<file path="src/rtl/core/fepe_pkg.sv">
// ----------------------------------------------------------------------------
// fepe_pkg
// Shared constants, payload types and controller/datapath interface types of
// the fern ensemble posterior engine.
// ----------------------------------------------------------------------------
package fepe_pkg;

	// Ensemble geometry.
	localparam int NUM_TREES      = 10;
	localparam int NUM_FEATURES   = 13;
	localparam int COUNT_WIDTH    = 16;

	// Fixed field widths.
	localparam int CODE_W         = 13;
	localparam int CONF_W         = 19;
	localparam int THR_W          = 20;
	localparam int POST_W         = 16;
	localparam int CFG_IDX_W      = 2;
	localparam int CFG_DATA_W     = 20;

	// Derived table geometry.
	localparam int CODES_PER_TREE = 1 << NUM_FEATURES;
	localparam int TABLE_SIZE     = NUM_TREES * CODES_PER_TREE;
	localparam int ADDR_W         = $clog2(TABLE_SIZE);
	localparam int TREE_W         = (NUM_TREES > 1) ? $clog2(NUM_TREES) : 1;
	localparam int WORD_W         = POST_W + 2 * COUNT_WIDTH;

	// Divider geometry: one quotient bit per step.
	localparam int DEN_W          = COUNT_WIDTH + 1;
	localparam int REM_W          = COUNT_WIDTH + 2;
	localparam int STEP_W         = $clog2(POST_W);

	// Configuration reset values (0.5, 0.4 and 0.6 in Q1.15).
	localparam logic              ENABLE_RST     = 1'b1;
	localparam logic [THR_W-1:0]  DETECT_THR_RST = THR_W'(16384);
	localparam logic [THR_W-1:0]  LEARN_POS_RST  = THR_W'(13107);
	localparam logic [THR_W-1:0]  LEARN_NEG_RST  = THR_W'(19661);

	// Operation codes.
	localparam logic OP_CLASSIFY = 1'b0;
	localparam logic OP_LEARN    = 1'b1;

	// Configuration register indexes.
	typedef enum logic [CFG_IDX_W-1:0] {
		CFG_ENABLE     = 2'd0,
		CFG_DETECT_THR = 2'd1,
		CFG_LEARN_POS  = 2'd2,
		CFG_LEARN_NEG  = 2'd3
	} cfg_idx_t;

	// Input beat.
	typedef struct packed {
		logic              op;
		logic [CODE_W-1:0] fern_code;
		logic              label_positive;
	} in_item_t;

	// Result beat.
	typedef struct packed {
		logic [CONF_W-1:0] confidence;
		logic              accepted;
		logic              updated;
	} out_item_t;

	// One table entry: posterior and the two counts of one fern leaf.
	typedef struct packed {
		logic [POST_W-1:0]      posterior;
		logic [COUNT_WIDTH-1:0] pos_count;
		logic [COUNT_WIDTH-1:0] neg_count;
	} tbl_word_t;

	// Controller to datapath commands.
	typedef struct packed {
		logic clr_wr;
		logic capture;
		logic rd_look;
		logic sum;
		logic load_out;
		logic rd_upd;
		logic bump;
		logic div_step;
		logic tbl_wr;
	} cmd_t;

	// Datapath to controller status.
	typedef struct packed {
		logic clr_last;
		logic last_tree;
		logic do_update;
		logic div_last;
		logic upd_last;
	} status_t;

endpackage

</file>
<file path="src/rtl/core/fepe_ctrl.sv">
// ----------------------------------------------------------------------------
// fepe_ctrl
// Controller of the fern ensemble engine: table clearing after reset, the
// per-tree read and accumulate sequence, result hand-off and the learn pass.
// ----------------------------------------------------------------------------
module fepe_ctrl (
	input  logic             clk,
	input  logic             arst_n,
	input  logic             item_valid,
	output logic             item_ready,
	output logic             result_valid,
	input  logic             result_ready,
	output fepe_pkg::cmd_t   cmd,
	input  fepe_pkg::status_t status
);
	import fepe_pkg::*;

	typedef enum logic [8:0] {
		S_CLEAR  = 9'b000000001,
		S_IDLE   = 9'b000000010,
		S_LOOK   = 9'b000000100,
		S_SUM    = 9'b000001000,
		S_RESULT = 9'b000010000,
		S_URD    = 9'b000100000,
		S_UBUMP  = 9'b001000000,
		S_UDIV   = 9'b010000000,
		S_UWR    = 9'b100000000
	} state_t;

	state_t state_q, state_d;
	logic   out_valid_q;

	// Next state and command decode.
	always_comb begin
		state_d = state_q;
		cmd     = '0;
		unique case (state_q)
			S_CLEAR: begin
				cmd.clr_wr = 1'b1;
				if (status.clr_last) begin
					state_d = S_IDLE;
				end
			end
			S_IDLE: begin
				if (item_valid) begin
					cmd.capture = 1'b1;
					state_d     = S_LOOK;
				end
			end
			S_LOOK: begin
				cmd.rd_look = 1'b1;
				state_d     = S_SUM;
			end
			S_SUM: begin
				cmd.sum = 1'b1;
				state_d = status.last_tree ? S_RESULT : S_IDLE;
			end
			S_RESULT: begin
				if (!out_valid_q) begin
					cmd.load_out = 1'b1;
					state_d      = status.do_update ? S_URD : S_IDLE;
				end
			end
			S_URD: begin
				cmd.rd_upd = 1'b1;
				state_d    = S_UBUMP;
			end
			S_UBUMP: begin
				cmd.bump = 1'b1;
				state_d  = S_UDIV;
			end
			S_UDIV: begin
				cmd.div_step = 1'b1;
				if (status.div_last) begin
					state_d = S_UWR;
				end
			end
			S_UWR: begin
				cmd.tbl_wr = 1'b1;
				state_d    = status.upd_last ? S_IDLE : S_URD;
			end
			default: begin
				state_d = S_CLEAR;
			end
		endcase
	end

	// State register and result-valid flag.
	always_ff @(posedge clk or negedge arst_n) begin
		if (!arst_n) begin
			state_q     <= S_CLEAR;
			out_valid_q <= 1'b0;
		end else begin
			state_q <= state_d;
			if (cmd.load_out) begin
				out_valid_q <= 1'b1;
			end else if (result_ready) begin
				out_valid_q <= 1'b0;
			end
		end
	end

	assign item_ready   = (state_q == S_IDLE);
	assign result_valid = out_valid_q;

endmodule

</file>
<file path="config.mk">
export PLATFORM = sky130hd
export DESIGN_NAME = fepe_ctrl
export DESIGN_NICKNAME = d
export VERILOG_FILES = /design/src/rtl/core/fepe_pkg.sv /design/src/rtl/core/fepe_ctrl.sv
export SDC_FILE = /design/constraint.sdc
export NUM_CORES = 1
export LEC_CHECK = 0
export BUFFER_PORTS_ARGS = -buffer_cell sky130_fd_sc_hd__buf_2
export CAP_MARGIN = 10
export CELL_PAD_IN_SITES_DETAIL_PLACEMENT = 0
export CELL_PAD_IN_SITES_GLOBAL_PLACEMENT = 1
export CORE_MARGIN = 2
export CORE_UTILIZATION = 41
export DETAILED_ROUTE_END_ITERATION = 10
export PLACE_DENSITY = 0.81
export SLEW_MARGIN = 25
export SYNTH_ARGS = -nofsm -noshare
export SYNTH_HDL_FRONTEND = slang
export SYNTH_SLANG_ARGS = --single-unit
</file>
<file path="constraint.sdc">
create_clock -name clk -period 4.51 [get_ports clk]
set_input_delay 0.902 -clock clk [delete_from_list [all_inputs] [get_ports clk]]
set_output_delay 0.902 -clock clk [all_outputs]
set_load 0.01 [all_outputs]
</file>
# Word-level counts from Yosys, hierarchy flattened
# Cells that the tools add are included.
[word_totals]
wordCells = 38
reg_bits = 10
input_bits = 9
[op_classes]
reduce_logical = 2
n_eq_ne = 13
muxes = 21
[op_table]
columns = ["op", "n"]
rows = [
  ["$pmux 9 s9", 1],
  ["$mux 9", 4],
  ["$mux 1", 13],
  ["$mux 6", 2],
  ["$eq 9x1->1 const B", 1],
  ["$eq 9x2->1 const B", 1],
  ["$eq 9x3->1 const B", 1],
  ["$eq 9x4->1 const B", 1],
  ["$eq 9x5->1 const B", 1],
  ["$eq 9x6->1 const B", 1],
  ["$eq 9x7->1 const B", 1],
  ["$eq 9x8->1 const B", 1],
  ["$eq 9x9->1 const B", 1],
  ["$ne 2x2->1 const B", 4],
  ["$mux 5", 1],
  ["$reduce_and 4->1", 1],
  ["$reduce_bool 2->1", 1],
]

# Logic depth before layout (Yosys ltp)
# Gate-level depths: netlist (run 1).
[logic_depth]
word_depth = 3
mapped_depth = 5

# Worst setup path before layout (run 1)
# OpenSTA, ideal clock, no wires.
[synth_timing]
kind = "register -> output"
start = "register state_q[5]"
end = "output port cmd[6] (netlist bit)"
setup_slack_ns = 2.178
t_arrival_ns = 1.430
path_stages_with_launch = 4
path_cell_list = "dfrtp_1 > nor4_4 > nand2_4 > nor4b_1"
[synth_rtl]
columns = ["item", "line_no", "rtl"]
rows = [
  ["start, declared", "fepe_ctrl.sv:30", "state_t state_q, state_d;"],
  ["start signal, assigned", "fepe_ctrl.sv:94", "state_q <= state_d;"],
  ["end, declared", "fepe_ctrl.sv:13", "output fepe_pkg::cmd_t cmd,"],
]

==> impl_metrics.py, run 1 <==
metrics = {
    "run_status": {
        "status": "complete, no violations",
    },
    "critical_path": {
        "crit_path_start_kind": "flip-flop",
        "critPathCaptureType": "primary output",
        "worstPathCellList": "nor4_4 > nand4b_1 > inv_1 > and2_1 > buf_2",
        "slowest_delay_ns": 0.45,
        "r2r_slack_ns": 2.77,
        "r2r-start": "state_q[8]$_DFFE_PN0P_",
        "path_class": "flip-flop to primary output",
        "crit_family": "simple AND/OR/NAND/NOR gates",
        "path_buf_inv": 2,
        "cp_data_required_time_ns": 3.61,
        "worst_ep_arrival_time_ns": 1.77,
        "worstSetupStartpoint": "state_q[5]$_DFFE_PN0P_",
        "path_max_fanout": 5,
        "crit_path_top_delay_cell": "dfrtp_1",
    },
    "cells_and_area": {
        "multi_input_area_um2": 405.4,
        "final_util_pct": 49.48,
        "drive_gt1_share_pct": 39.08,
        "n_fill_cell": 167,
        "nets": 97,
        "syn_to_final_growth_pct": 16.78,
        "final_cells": 104,
        "seq_area_um2": 251.5,
        "n_antenna_cell": 0,
    },
    "yosys": {
        "syn_area_um2": 715.7,
        "ys_seq_elements": 10,
        "avgSynthCellArea_um2": 10.52,
        "synth-adder-area-share_pct": 0,
        "synth_cell_types": 34,
        "synth_nets": 77,
        "yosys-top-cells-area": "dfrtp_1 (31%), nor4_4 (5.9%), nand4b_1 (4.9%), dfstp_2 (3.7%), inv_1 (3.7%)",
        "synth_edf_count": 0,
        "synth-compound-area-share_pct": 13.99,
        "yosys.area.top_type": "dfrtp_1",
        "synth_xor_area_share_pct": 1.224,
        "synth_common_cells": "dfrtp_1 (9), inv_1 (7), nor2_1 (6)",
        "synth_top_family_by_area": "simple AND/OR/NAND/NOR gates",
        "async_flop_share_pct": 100.0,
        "synth_top_area_share_pct": 31.47,
        "synth.most_common_cell": "dfrtp_1",
        "yosysSeqAreaShare_pct": 35.14,
        "synth_mux_area_share_pct": 1.399,
        "synth-main-ff-cell": "dfrtp_1",
        "yosysWarnings": 0,
        "synth-simple-area-share_pct": 40.03,
        "syn_inst": 68,
    },
    "route": {
        "detail-route-antenna-nets": 0,
        "vias_per_cell": 5.942,
        "post_drt_wl_per_cell_um": 14.72,
        "vias": 618,
        "drtPass1Iterations": 4,
        "drtIter0Drc": 20,
        "wl_mm": 1.531,
        "post-route-drc-count": 0,
    },
    "placed_design": {
        "post-place-cells": 100,
        "port_buffers": 19,
        "globalplace.congestion": 0.7654,
        "dpl.hpwl_mm": 1.150,
    },
    "timing": {
        "worst_pin_slew_ns": 0.3836,
        "fin_crit_ns": 2.673,
        "rsz0062_at_grt": "false",
        "finalSetupViolCount": 0,
        "maxSlewHeadroom_pct": 74.23,
        "finalHoldViolations": 0,
        "fmax_mhz": 374.2,
        "whs_ns": 0.4868,
        "fin_skew_ns": 0.0007571,
        "tns_ns": 0,
        "fin_crit_sh_pct": 59.26,
        "drv_slew": 0,
    },
    "global_routing": {
        "grt_max_degree": 11,
        "grtUsageTotal_pct": 16.64,
        "antenna_found_initial": 0,
        "grt_remaining_overflow": 0,
        "grt_pass1_vias": 511,
        "grt_pass1_wl_mm": 2.463,
    },
    "power": {
        "pwr_density_cell_nw_per_um2": 445.0,
        "seq_power_share_pct": 37.0,
        "p_int_uw": 229.4,
        "p_sw_share_pct": 38.34,
        "p_sw_uw": 142.6,
        "leakage_uw": 0.0004226,
        "p_comb_share_pct": 41.0,
        "pwr-share-clk_pct": 22.0,
        "ir_drop_mv": 0.1967,
    },
    "floorplan": {
        "dieArea_um2": 2096,
        "die_h_um": 45.78,
        "die_x_um": 45.78,
        "rows": 15,
        "coreArea_um2": 1689,
        "start_util_pct": 42.37,
        "pin_count": 20,
    },
    "clock_tree": {
        "post-cts-setup-buffer-count": 0,
        "clkSinkCount": 10,
        "cts_root_buf": "clkbuf_4",
        "h-tree-depth": 1,
        "cts_tree": "yes",
        "numCtsBuffers": 3,
        "ctsHoldBuffers": 0,
        "cts.clk_slew.worst_paths_ns": 0.07,
        "ctsResizeCount": 0,
        "worstSkewPairLatency_ns": 0.26,
        "cts_buffer_depth": 2,
    },
    "min_path": {
        "min_path_type": "primary input to async pin",
    },
    "run": {
        "drv_cap": 0,
    },
}
==> routing by layer <==
layer	wire [um]	up-vias	track usage [%]
li1	-	288	-
met1	659	287	25.43
met2	707	41	22.82
met3	151	2	3.571
met4	12	0	5.714
met5	0	-	0
==> logic make-up (layout without fill, tap and decap cells) <==
group	count (synthesis)	in the layout
muxes	1	1
xor gates and xnor gates	1	1
DFF	10	10
and+or+nand+nor	33	33
AOI/OAI and AO/OA	12	12
buffers and inverters	11	30
==> worst register-to-register path, stage by stage, from the launching register on <==
cell	delay, ns
dfrtp_1	0.52
nor3_4	0.38
nand4b_1	0.29
o221ai_2	0.35
o22ai_2	0.09
==> stage by stage <==
| step | setup WS, ns | instance area, um^2 | power (uW) |
|---|---|---|---|
| 5_1_grt | 1.687 | 835.8 | 392.7 |
| 3_3_place_gp | 2.168 | 799.5 | 290.9 |
| 4_1_cts | 1.831 | 835.8 | 374.1 |
| 3_5_place_dp | 2.128 | 799.5 | 291.9 |
| 6_report | 1.837 | 835.8 | 371.9 |
| 2_1_floorplan | 2.178 | 715.7 | 259.2 |
==> power groups by stage <==
stage	Sequential (uW)	Clock, uW	Combinational [uW]
after floorplan	117	0	142
after global placement	139	0	152
after detailed placement	139	0	153
after CTS	137	84.0	153
after global routing	139	88.7	165
final	138	81.9	152
==> area by class of cell <==
class | count | area share (%)
clock buffers | 4 | 4.341
inverters | 7 | 3.144
multi-input cells | 47 | 48.50
flip-flops and latches | 10 | 30.09
well taps | 17 | 2.545
repair buffers | 19 | 11.38
==> final timing paths <==
check	endpoint	depth (start not counted)
max	cmd[7]	5
min reg2reg	result_valid$_DFFE_PN0P_	1
max reg2reg	state_q[1]$_DFFE_PN0P_	4
max in group asynchronous	state_q[0]$_DFFE_PN1P_	1
min	state_q[8]$_DFFE_PN0P_	1
min in group clk	result_valid$_DFFE_PN0P_	1
==> flip-flops by register name, indices dropped and copies added (netlist names) <==
register and count:
state_q 9, result_valid 1
==> placed cells by master, fill, tap and decap left out, types with 2 or more instances in the layout <==
| cell | instances |
|---|---|
| inv_1 | 7 |
| nand2_1 | 2 |
| nor4b_1 | 2 |
| o211ai_1 | 2 |
| buf_2 | 19 |
| and2_1 | 2 |
| dfrtp_1 | 9 |
| nand4b_1 | 4 |
| clkbuf_4 | 3 |
| nor2_1 | 6 |
| nor4_4 | 2 |
| o21ai_0 | 4 |
| nor3b_1 | 3 |
No activity file was read; power rests on OpenSTA's default activity.
==> run 2: changes to the inputs <==
--- a/config.mk
+++ b/config.mk
@@ -10,9 +10,9 @@
 export CELL_PAD_IN_SITES_DETAIL_PLACEMENT = 0
 export CELL_PAD_IN_SITES_GLOBAL_PLACEMENT = 1
 export CORE_MARGIN = 2
-export CORE_UTILIZATION = 41
+export CORE_UTILIZATION = 34
 export DETAILED_ROUTE_END_ITERATION = 10
-export PLACE_DENSITY = 0.81
+export PLACE_DENSITY = 0.71
 export SLEW_MARGIN = 25
 export SYNTH_ARGS = -nofsm -noshare
 export SYNTH_HDL_FRONTEND = slang
==> constraint.sdc (replaced) <==
create_clock -name clk -period 2.4 [get_ports clk]
set_input_delay 0.48 -clock clk [delete_from_list [all_inputs] [get_ports clk]]
set_output_delay 0.48 -clock clk [all_outputs]
set_load 0.01 [all_outputs]
==> run 2 against run 1 <==
Sequential cell count stayed put. First-iteration DRC count fell by 35%. Worst hold slack got worse by 0.43 ns. Combinational power is 87% higher. Utilization down 6.7 points. Die area rose by 19%. Clock-buffer cell count unchanged. Sequential share of layout area down 0.44 points. Non-clock buffer count unchanged. Total power grew 88%. Setup slack lost 1.7 ns. Clock power up 94%. Critical path type unchanged. Largest cell class unchanged. Largest power group unchanged.
==> impl_metrics.py, run 2 (synthesis results as in run 1) <==
metrics = {
    "run_status": {
        "status": "complete, no violations",
    },
    "placed_design": {
        "dpl.hpwl_mm": 1.169,
        "port_buffers": 19,
        "preCtsSetupSlack_ns": 0.4507,
        "globalplace.congestion": 0.7424,
    },
    "timing": {
        "worst_pin_slew_ns": 0.3688,
        "drv_slew": 0,
        "tns_ns": 0,
        "rsz0062_at_grt": "false",
        "fin_crit_sh_pct": 93.31,
        "finalHoldViolations": 0,
        "finalSetupViolCount": 0,
        "fin_crit_ns": 2.240,
        "setup_slack_ns": 0.1604,
        "maxSlewHeadroom_pct": 75.23,
        "fmax_mhz": 446.5,
        "fin_skew_ns": 0.001650,
    },
    "cells_and_area": {
        "drive_gt1_share_pct": 39.08,
        "layout_common_cells": "buf_2 (19), dfrtp_1 (9), inv_1 (7)",
        "largest_reg_flops": 9,
        "nets": 97,
        "n_antenna_cell": 0,
        "multi_input_area_um2": 405.4,
        "syn_to_final_growth_pct": 18.53,
        "n_fill_cell": 185,
        "seq_area_um2": 251.5,
        "final_common_cell": "buf_2",
        "regMostFlops": "state_q",
    },
    "critical_path": {
        "rr_worst_depth": 4,
        "critPathCaptureType": "primary output",
        "path_class": "flip-flop to primary output",
        "crit_path_top_delay_cell": "dfrtp_1",
        "worstPathCellList": "nor4_4 > nand4b_1 > inv_1 > and2_1 > buf_2",
        "path_max_fanout": 5,
        "crit_family": "simple AND/OR/NAND/NOR gates",
        "worstReg2RegEnd": "state_q[1]$_DFFE_PN0P_",
        "worst_ep_arrival_time_ns": 1.76,
        "crit_path_start_kind": "flip-flop",
        "r2r_slack_ns": 0.70,
        "r2r-start": "state_q[2]$_DFFE_PN0P_",
        "cp_data_required_time_ns": 1.92,
        "slowest_delay_ns": 0.46,
        "path_buf_inv": 2,
    },
    "power": {
        "seq_power_share_pct": 36.7,
        "p_sw_share_pct": 38.15,
        "pwr-share-clk_pct": 22.7,
        "p_comb_share_pct": 40.7,
        "leakage_uw": 0.0004226,
        "p_sw_uw": 267.0,
        "ir_drop_mv": 0.2684,
        "p_int_uw": 433.0,
        "pwr_density_cell_nw_per_um2": 825.2,
    },
    "floorplan": {
        "start_util_pct": 36.11,
        "pin_count": 20,
        "rows": 16,
        "dieArea_um2": 2488,
        "coreArea_um2": 1982,
        "die_x_um": 49.88,
        "die_h_um": 49.88,
    },
    "clock_tree": {
        "cts_buffer_depth": 2,
        "cts_root_buf": "clkbuf_4",
        "h-tree-depth": 1,
        "numCtsBuffers": 3,
        "cts_tree": "yes",
        "ctsHoldBuffers": 0,
        "post-cts-setup-buffer-count": 0,
        "cts.clk_slew.worst_paths_ns": 0.07,
        "clkSinkCount": 10,
        "worstSkewPairLatency_ns": 0.27,
        "ctsResizeCount": 0,
    },
    "route": {
        "post-route-drc-count": 0,
        "vias_per_cell": 5.193,
        "drtPass1Iterations": 4,
        "drtIter0Drc": 13,
        "post_drt_wl_per_cell_um": 13.46,
        "wl_mm": 1.534,
        "detail-route-antenna-nets": 0,
        "vias": 592,
    },
    "global_routing": {
        "grtUsageTotal_pct": 13.75,
        "grt_pass1_vias": 545,
        "grt_pass1_wl_mm": 2.566,
        "grt_remaining_overflow": 0,
        "antenna_found_initial": 0,
        "grt_max_degree": 11,
    },
    "min_path": {
        "min_path_type": "primary input to async pin",
    },
    "run": {
        "drv_cap": 0,
    },
}
-- run 2: cell counts in the layout (fill, tap and decap cells not counted) --
No cell type changed its count.
-- run 2: worst max path at each step --
stage                                 from  endpoint  slack (ns)  cells past startpoint
floorplan           state_q[5]$_DFFE_PN0P_    cmd[6]        0.49                      3
global placement    state_q[5]$_DFFE_PN0P_    cmd[6]        0.49                      4
detailed placement  state_q[8]$_DFFE_PN0P_    cmd[7]        0.45                      5
CTS                 state_q[8]$_DFFE_PN0P_    cmd[7]        0.13                      5
global route        state_q[2]$_DFFE_PN0P_    cmd[7]        0.02                      5
finish              state_q[4]$_DFFE_PN0P_    cmd[7]        0.16                      5
-- run 2: final cells by class --
cell class | count | area share [%]
Multi-Input combinational cell | 47 | 47.79
Sequential cell | 10 | 29.65
Timing Repair Buffer | 19 | 11.21
Clock buffer | 4 | 4.277
Tap cell | 27 | 3.982
Inverter | 7 | 3.097
-- run 2: worst register-to-register path, cell delays in order (launching register included) --
cell and delay [ns]:
dfrtp_1 0.51, nor3_4 0.39, nand4b_1 0.28, o221ai_2 0.32, o22ai_2 0.09
-- run 2: stage by stage --
stage	power (uW)	utilization [%]	hold slack [ns]	area [um^2]	cells
after floorplan	487.0	-	0.1844	715.7	68
after global placement	546.0	40.97	0.3583	812.0	110
after detailed placement	543.5	40.97	0.3625	812.0	110
after CTS	704.9	42.80	0.06321	848.3	114
after global routing	743.6	42.80	0.06733	848.3	114
final	700.0	42.80	0.06091	848.3	114
-- run 2: power groups by stage --
stage                     combinational, uW  clock (uW)  sequential (uW)
after global routing                    312         171              261
after global placement                  286           0              260
after CTS                               285         164              256
final                                   285         159              257
after floorplan                         268           0              219
after detailed placement                284           0              259
-- run 2: metal layers --
metal	share of wire (%)	track usage (%)
met1	47	17.82
met2	46	21.11
met3	5.4	2.424
met4	2.3	8.333
met5	0	0
